File: src/hw/rtl/rbi_pkg.sv
// Shared types, codes and arithmetic helpers for the 2D rigid body integrator.
`timescale 1ns / 1ps
package rbi_pkg;

  // Fixed point formats.
  localparam int WORD_W = 32;
  localparam int FRAC_W = 16;

  // Item kinds.
  localparam logic [3:0] K_TICK   = 4'd0;
  localparam logic [3:0] K_ADDF   = 4'd1;
  localparam logic [3:0] K_SETF   = 4'd2;
  localparam logic [3:0] K_IMP    = 4'd3;
  localparam logic [3:0] K_QVEL   = 4'd4;
  localparam logic [3:0] K_STOP   = 4'd5;
  localparam logic [3:0] K_DZX    = 4'd6;
  localparam logic [3:0] K_DZY    = 4'd7;
  localparam logic [3:0] K_ZX     = 4'd8;
  localparam logic [3:0] K_ZY     = 4'd9;
  localparam logic [3:0] K_NORMAL = 4'd10;
  localparam logic [3:0] K_BRAKE  = 4'd11;
  localparam logic [3:0] K_PRED   = 4'd12;
  localparam logic [3:0] K_LOAD   = 4'd13;

  // Configuration register indexes.
  localparam logic [3:0] R_GRAV     = 4'd0;
  localparam logic [3:0] R_GRAV_EN  = 4'd1;
  localparam logic [3:0] R_FRIC_X   = 4'd2;
  localparam logic [3:0] R_FRIC_Y   = 4'd3;
  localparam logic [3:0] R_FRIC_EN  = 4'd4;
  localparam logic [3:0] R_SPD_LIM  = 4'd5;
  localparam logic [3:0] R_MASS     = 4'd6;
  localparam logic [3:0] R_BRAKE    = 4'd7;

  // Arithmetic unit operations.
  typedef logic [2:0] alu_op_t;
  localparam alu_op_t OP_MUL   = 3'd0;  // wide product a*b
  localparam alu_op_t OP_SHR16 = 3'd1;  // (a*b) >> 16, signed by neg
  localparam alu_op_t OP_SHR30 = 3'd2;  // (a*b) >> 30, signed by neg
  localparam alu_op_t OP_DIV   = 3'd3;  // (a*b) / c, signed by neg
  localparam alu_op_t OP_NORM  = 3'd4;  // a*a + b*b and its floor root
  localparam alu_op_t OP_SQRT  = 3'd5;  // floor root of rad

  // Constants of the behavior.
  localparam logic [30:0] MASS_MIN  = 31'd7;
  localparam logic [31:0] SNAP_LVL  = 32'd655;
  localparam logic [63:0] NORM_LIM  = 64'd429496;
  localparam logic [16:0] FR_ONE    = 17'd65536;
  localparam logic [30:0] SPEED_MAX = 31'h7FFFFFFF;

  typedef struct packed {
    alu_op_t     op;
    logic        neg;
    logic [31:0] a;
    logic [31:0] b;
    logic [31:0] c;
    logic [63:0] rad;
  } alu_req_t;

  // Magnitude of a signed word.
  function automatic logic [31:0] mag32(input logic signed [31:0] v);
    logic [31:0] u;
    u = v;
    return v[31] ? (~u + 32'd1) : u;
  endfunction

  // Sign and saturate a wide magnitude into a signed word.
  function automatic logic signed [31:0] sat_word(input logic neg, input logic [63:0] m);
    logic [31:0] lo;
    lo = m[31:0];
    if (m == 64'd0) return '0;
    if (neg) begin
      if (m > 64'h80000000) return 32'sh80000000;
      return ~lo + 32'd1;
    end
    if (m > 64'h7FFFFFFF) return 32'sh7FFFFFFF;
    return lo;
  endfunction

  // Saturating signed add.
  function automatic logic signed [31:0] sat_add(input logic signed [31:0] a,
                                                 input logic signed [31:0] b);
    logic signed [32:0] s;
    s = {a[31], a} + {b[31], b};
    if (s[32] != s[31]) return s[32] ? 32'sh80000000 : 32'sh7FFFFFFF;
    return s[31:0];
  endfunction

endpackage

File: src/hw/rtl/rbi_alu.sv
// Shared iterative arithmetic unit: multiply, shift, restoring divide and floor square root.
`timescale 1ns / 1ps
module rbi_alu (
  input  logic               clk,
  input  logic               rst_n,
  input  logic               start,
  input  rbi_pkg::alu_req_t  req,
  output logic               done,
  output logic signed [31:0] res_word,
  output logic [63:0]        res_wide,
  output logic [31:0]        res_root
);
  import rbi_pkg::*;

  localparam logic [2:0] A_IDLE = 3'd0;
  localparam logic [2:0] A_MUL1 = 3'd1;
  localparam logic [2:0] A_MUL2 = 3'd2;
  localparam logic [2:0] A_DIV  = 3'd3;
  localparam logic [2:0] A_SQRT = 3'd4;
  localparam logic [2:0] A_FIN  = 3'd5;

  logic [2:0]         st_r, st_nxt;
  alu_req_t           req_r, req_nxt;
  logic [63:0]        prod_r, prod_nxt;
  logic [63:0]        sum_r, sum_nxt;
  logic [63:0]        work_r, work_nxt;
  logic [35:0]        rem_r, rem_nxt;
  logic [31:0]        root_r, root_nxt;
  logic [5:0]         cnt_r, cnt_nxt;
  logic               done_r, done_nxt;
  logic signed [31:0] word_r, word_nxt;
  logic [63:0]        wide_r, wide_nxt;
  logic [31:0]        rroot_r, rroot_nxt;

  logic [31:0] mul_a, mul_b;
  logic [63:0] mul_p;
  logic [32:0] div_sh, div_diff;
  logic        div_ge;
  logic [35:0] sq_sh, sq_trial, sq_diff;
  logic        sq_ge;

  // The one multiplier, fed by the phase of the operation.
  always_comb begin
    mul_a = req_r.a;
    mul_b = (st_r == A_MUL1 && req_r.op != OP_NORM) ? req_r.b : req_r.a;
    if (st_r == A_MUL2) begin
      mul_a = req_r.b;
      mul_b = req_r.b;
    end
    mul_p = mul_a * mul_b;
  end

  // One quotient bit and one root bit per cycle.
  always_comb begin
    div_sh   = {rem_r[31:0], work_r[63]};
    div_ge   = div_sh >= {1'b0, req_r.c};
    div_diff = div_sh - {1'b0, req_r.c};
    sq_sh    = {rem_r[33:0], work_r[63:62]};
    sq_trial = {2'b00, root_r, 2'b01};
    sq_ge    = sq_sh >= sq_trial;
    sq_diff  = sq_sh - sq_trial;
  end

  // Sequencing of the unit.
  always_comb begin
    st_nxt    = st_r;
    req_nxt   = req_r;
    prod_nxt  = prod_r;
    sum_nxt   = sum_r;
    work_nxt  = work_r;
    rem_nxt   = rem_r;
    root_nxt  = root_r;
    cnt_nxt   = cnt_r;
    done_nxt  = 1'b0;
    word_nxt  = word_r;
    wide_nxt  = wide_r;
    rroot_nxt = rroot_r;
    case (st_r)
      A_IDLE: begin
        if (start) begin
          req_nxt = req;
          if (req.op == OP_SQRT) begin
            work_nxt = req.rad;
            sum_nxt  = req.rad;
            rem_nxt  = '0;
            root_nxt = '0;
            cnt_nxt  = 6'd31;
            st_nxt   = A_SQRT;
          end else begin
            st_nxt = A_MUL1;
          end
        end
      end
      A_MUL1: begin
        prod_nxt = mul_p;
        st_nxt   = A_MUL2;
      end
      A_MUL2: begin
        st_nxt = A_FIN;
        case (req_r.op)
          OP_NORM: begin
            sum_nxt  = prod_r + mul_p;
            work_nxt = prod_r + mul_p;
            rem_nxt  = '0;
            root_nxt = '0;
            cnt_nxt  = 6'd31;
            st_nxt   = A_SQRT;
          end
          OP_SHR16: work_nxt = prod_r >> 16;
          OP_SHR30: work_nxt = prod_r >> 30;
          OP_DIV: begin
            if (req_r.c == 32'd0) begin
              work_nxt = '0;
            end else begin
              work_nxt = prod_r;
              rem_nxt  = '0;
              cnt_nxt  = 6'd63;
              st_nxt   = A_DIV;
            end
          end
          default: work_nxt = prod_r;
        endcase
      end
      A_DIV: begin
        rem_nxt  = {3'b000, div_ge ? div_diff : div_sh};
        work_nxt = {work_r[62:0], div_ge};
        cnt_nxt  = cnt_r - 6'd1;
        if (cnt_r == 6'd0) st_nxt = A_FIN;
      end
      A_SQRT: begin
        rem_nxt  = sq_ge ? sq_diff : sq_sh;
        root_nxt = {root_r[30:0], sq_ge};
        work_nxt = {work_r[61:0], 2'b00};
        cnt_nxt  = cnt_r - 6'd1;
        if (cnt_r == 6'd0) st_nxt = A_FIN;
      end
      A_FIN: begin
        word_nxt  = sat_word(req_r.neg, work_r);
        wide_nxt  = (req_r.op == OP_NORM || req_r.op == OP_SQRT) ? sum_r : prod_r;
        rroot_nxt = root_r;
        done_nxt  = 1'b1;
        st_nxt    = A_IDLE;
      end
      default: st_nxt = A_IDLE;
    endcase
  end

  always_ff @(posedge clk) begin
    if (!rst_n) begin
      st_r   <= A_IDLE;
      done_r <= 1'b0;
    end else begin
      st_r   <= st_nxt;
      done_r <= done_nxt;
    end
    req_r   <= req_nxt;
    prod_r  <= prod_nxt;
    sum_r   <= sum_nxt;
    work_r  <= work_nxt;
    rem_r   <= rem_nxt;
    root_r  <= root_nxt;
    cnt_r   <= cnt_nxt;
    word_r  <= word_nxt;
    wide_r  <= wide_nxt;
    rroot_r <= rroot_nxt;
  end

  assign done     = done_r;
  assign res_word = word_r;
  assign res_wide = wide_r;
  assign res_root = rroot_r;

endmodule

File: config.mk
export PLATFORM = sky130hd
export DESIGN_NAME = rbi_alu
export DESIGN_NICKNAME = d
export VERILOG_FILES = /design/src/hw/rtl/rbi_pkg.sv /design/src/hw/rtl/rbi_alu.sv
export SDC_FILE = /design/constraint.sdc
export NUM_CORES = 2
export LEC_CHECK = 0
export BUFFER_PORTS_ARGS = -buffer_cell sky130_fd_sc_hd__buf_2
export CAP_MARGIN = 20
export CORE_AREA = 2 2 458 460
export DETAILED_ROUTE_END_ITERATION = 6
export DIE_AREA = 0 0 460 462
export PLACE_DENSITY_LB_ADDON = 0.12
export RECOVER_POWER = 50
export SLEW_MARGIN = 20
export SYNTH_ARGS = -nofsm -noshare
export SYNTH_HDL_FRONTEND = slang
export SYNTH_SLANG_ARGS = --single-unit
File: constraint.sdc
create_clock -name clk -period 39.2 [get_ports clk]
set_input_delay 7.84 -clock clk [delete_from_list [all_inputs] [get_ports clk]]
set_output_delay 7.84 -clock clk [all_outputs]
set_load 0.005 [all_outputs]
==> out/results.txt <==
The floorplan step set the die width to 460 µm. The run gives 13 as the number of antenna violations at the first check in global routing. For the total clock sinks, the log shows 496. The run gives 0.73 ns as the clock latency of the later-clocked register in the worst-skew pair.

In the post-synthesis netlist, the biggest area contributors are sky130_fd_sc_hd__fa_1 29%, sky130_fd_sc_hd__edfxtp_1 24%, sky130_fd_sc_hd__ha_1 8.0%. The via count of the first global-routing pass came out at 51.4k. Subtracting the final worst setup slack from the clock period gives 19.43 ns. Measured in cells, the most critical reg-to-reg path has a length of 42. Leaving out fill and tap cells, the most frequent cell in the layout is sky130_fd_sc_hd__inv_1. Input and output buffers added on the ports amount to 295. STA classifies the critical path endpoint as a flip-flop. The worst hold path passes through 0 cells. In the final routed layout, each cell accounts on average for 26.3 µm.

For the initial standard-cell utilization of the core, the log shows 29.8%. Clock-pin slew was measured on the worst setup and hold paths at 0.06 ns. The first detailed-routing pass took 7 iterations.

Slowest cell on the critical path: sky130_fd_sc_hd__clkbuf_1. The layout filler cell count was 21.8k; the met2 wirelength from detailed routing was 118000 µm. The wire length on met3 is 14300 µm. In the final layout, the share of cells above drive strength 1 is 9.12%. The flow ran to the end, but the final reports show violations.

A synthesized cell averages 9.38 µm². The flop and latch count out of synthesis was 496; the total number of vias was 50.0k. Along the worst path, the maximum fanout reaches 63.

In this run the top signal layer used is met4. In the finished design, the share of the clock period the worst path needs comes to 49.6%. In the global route stage, overall resource usage came out at 23.4%.

The worst stage delay on the critical path came out at 2.23 ns. Class of the tightest hold or removal check: reg -> reg. The max capacitance violation total came out at 16.

Summed over all nets, the half-perimeter wirelength after detailed placement is 199000 µm. The biggest area contributor in the post-synthesis netlist is sky130_fd_sc_hd__fa_1. At the end of routability-driven placement, the weighted congestion stood at 0.929.

The count of final setup violators is 0, and the instance count on the critical path is 42. The buffers inserted during post-CTS setup optimization was 0. Once layout is complete, the utilization of the core stands at 33.2%. In this run the remaining antenna-violating nets after routing total 0. The top-level I/O count is 296. The first routing iteration left 4465 violations. The library cells used most frequently in the layout, excluding fill and tap cells, are 972 x sky130_fd_sc_hd__inv_1, 903 x sky130_fd_sc_hd__nand2_1, 898 x sky130_fd_sc_hd__fa_1, 777 x sky130_fd_sc_hd__nor2_1, 492 x sky130_fd_sc_hd__edfxtp_1. The H-tree was split into 3 levels. Critical path startpoint category: a flip-flop.

The tools report the clock tree skew after final layout as 0.0670 ns. The root buffer cell chosen for the clock tree is sky130_fd_sc_hd__clkbuf_16. The distinct cell type count after synthesis came out at 83. The die extent in y is 462 µm. The clock passes through at most 3 buffers. The number of gates resized after CTS was 0; the slew at the pin closest to its max-slew limit was 3.82 ns. The initialized floorplan defines 168 standard-cell rows. Data arrives at the worst endpoint at 19.80 ns.

The checks that failed: capacitance limit, slew limit. Setup repair after global routing left no endpoint under its margin. After detailed routing, the number of remaining DRC violations is 0. Synthesis produced a netlist with a net count of 8072.

The final routed wirelength across all metal layers is 251000 µm. After synthesis, the share of flip-flops with an asynchronous set or reset is 0%. The tools report the detailed-routing wirelength on met1 as 108000 µm. For the total global routing overflow, the log shows 0.

The first-pass GRT wire length was 363000 µm. Among all flip-flop cells after synthesis, the most frequent one is sky130_fd_sc_hd__edfxtp_1. The worst setup path is of the reg -> reg kind.

The run gives 650 as the number of slew-limit violations in the final report. The run gives -154% as the relative slew slack. At the end of the flow, the number of nets in the layout was 8226. Required time of the worst setup path: 39.58 ns.

The tools report the number of failing hold endpoints at the final stage as 0. The proportion of synthesized chip area in sequential cells came out at 24.0%. The synthesis-to-finish area growth was 11.3%; the cts-stage hold buffer count was 0. The die covers 213000 µm².

For the final setup TNS, the log shows 0 ns. Counting flops with a built-in enable in the synthesized netlist gives 492. Using the TritonRoute via totals, the vias-per-cell ratio works out to 5.24. Top cell type's share of synthesized area: 29.0%. Timing would allow up to 51.5 MHz. The core area is 208000 µm², and the largest net degree at the start of global routing is 75.

The worst path buffer plus inverter count came out at 8. The total number of yosys warnings is 0. In this run, CTS created clock tree buffers numbering 67. The tools report the post-synth design cell area as 62000 µm².

Synthesis handed over a netlist of 6612 instances. TritonCTS built the clock tree. Grouping stages by cell kind, the critical path spends the most delay in buffers and inverters. Cell with the most instances on the worst path: sky130_fd_sc_hd__fa_1.
sequential cells by signal, summed over array words and instances, names as in the netlist:
register	count
req_r	100
prod_r	64
res_wide	64
sum_r	64
work_r	64
rem_r	34
res_root	32
res_word	32
root_r	32
cnt_r	6
st_r	3
done	1
final timing paths:
path,start,slack [ns],endpoint
setup / recovery,st_r[0],19.77,sum_r[56]
hold reg to reg,root_r[9],0.45,res_root[9]
setup reg to reg,st_r[0],19.77,sum_r[56]
hold / removal,root_r[9],0.45,res_root[9]
area by class of cell:
class                   count  area [µm²]  area share (%)
multi-input cells        4818       42600            61.7
diodes                      3        7.51          0.0109
inverters                 973        3650            5.29
flip-flops and latches    496       14900            21.5
well taps                2720        3400            4.93
clock buffers              77        1710            2.48
clock inverters            46         507           0.734
repair buffers            410        2310            3.35
kinds of logic (layout without fill, tap and decap cells):
kind of cell | after synthesis | in the layout | synth area share (%)
flip-flops | 496 | 496 | 24.0
AND/OR/NAND/NOR | 1995 | 1995 | 13.3
AO/OA/AOI/OAI | 1142 | 1142 | 11.8
other | 0 | 3 | 0
buffers and inverters | 1298 | 1506 | 7.90
adder cells (fa/ha/maj) | 1293 | 1293 | 37.0
multiplexers | 189 | 189 | 3.25
XOR/XNOR | 199 | 199 | 2.81
through the flow:
step	instance area, µm²	cells	setup slack [ns]	hold WS, ns
floorplan	62000	6612	25.26	0.426
global placement	66900	9415	25.85	0.435
detailed placement	66900	9417	25.67	0.434
CTS	69100	9540	25.65	0.449
global route	69000	9541	18.58	0.459
finish	69000	9543	19.77	0.448
worst reg2reg max path: cells and delay by family, from the launching register on:
kind | cells | cell delay [ns]
muxes | 1 | 0.58
buffers and inverters | 8 | 7.18
adders and majority gates | 10 | 4.22
AOI/OAI and AO/OA | 15 | 3.88
DFF | 1 | 0.34
and+or+nand+nor | 6 | 2.04
xor gates and xnor gates | 2 | 0.84
cell usage after synthesis (6+ instances only):
cell / number
sky130_fd_sc_hd__a211o_1: 8
sky130_fd_sc_hd__a211oi_1: 23
sky130_fd_sc_hd__a21boi_0: 10
sky130_fd_sc_hd__a21o_1: 105
sky130_fd_sc_hd__a21oi_1: 321
sky130_fd_sc_hd__a221o_1: 11
sky130_fd_sc_hd__a221oi_1: 49
sky130_fd_sc_hd__a222oi_1: 10
sky130_fd_sc_hd__a22oi_1: 34
sky130_fd_sc_hd__a31o_2: 6
sky130_fd_sc_hd__a31oi_1: 44
sky130_fd_sc_hd__a41oi_1: 6
sky130_fd_sc_hd__and2_1: 31
sky130_fd_sc_hd__and3_1: 31
sky130_fd_sc_hd__buf_1: 27
sky130_fd_sc_hd__buf_2: 9
sky130_fd_sc_hd__clkbuf_1: 285
sky130_fd_sc_hd__edfxtp_1: 492
sky130_fd_sc_hd__fa_1: 898
sky130_fd_sc_hd__ha_1: 395
sky130_fd_sc_hd__inv_1: 972
sky130_fd_sc_hd__mux2_2: 97
sky130_fd_sc_hd__mux2i_1: 92
sky130_fd_sc_hd__nand2_1: 903
sky130_fd_sc_hd__nand2b_1: 26
sky130_fd_sc_hd__nand3_1: 38
sky130_fd_sc_hd__nand4_1: 46
sky130_fd_sc_hd__nor2_1: 779
sky130_fd_sc_hd__nor2b_1: 29
sky130_fd_sc_hd__nor3_1: 39
sky130_fd_sc_hd__nor4_1: 20
sky130_fd_sc_hd__o211ai_1: 13
sky130_fd_sc_hd__o21a_1: 36
sky130_fd_sc_hd__o21ai_0: 254
sky130_fd_sc_hd__o21bai_1: 43
sky130_fd_sc_hd__o22a_1: 11
sky130_fd_sc_hd__o22ai_1: 68
sky130_fd_sc_hd__o311ai_0: 13
sky130_fd_sc_hd__o31ai_1: 22
sky130_fd_sc_hd__or2_2: 9
sky130_fd_sc_hd__or3_1: 15
sky130_fd_sc_hd__xnor2_1: 132
sky130_fd_sc_hd__xor2_1: 67
routing by layer:
| layer | GRT usage (%) | vias up |
|---|---|---|
| met1 | 31.3 | 25800 |
| met5 | 0 | - |
| li1 | - | 22100 |
| met3 | 2.87 | 358 |
| met2 | 38.7 | 1814 |
| met4 | 9.05 | 0 |
Power is not shown: default switching activity piles up to over one toggle a cycle in this logic, so the estimate is an artifact.
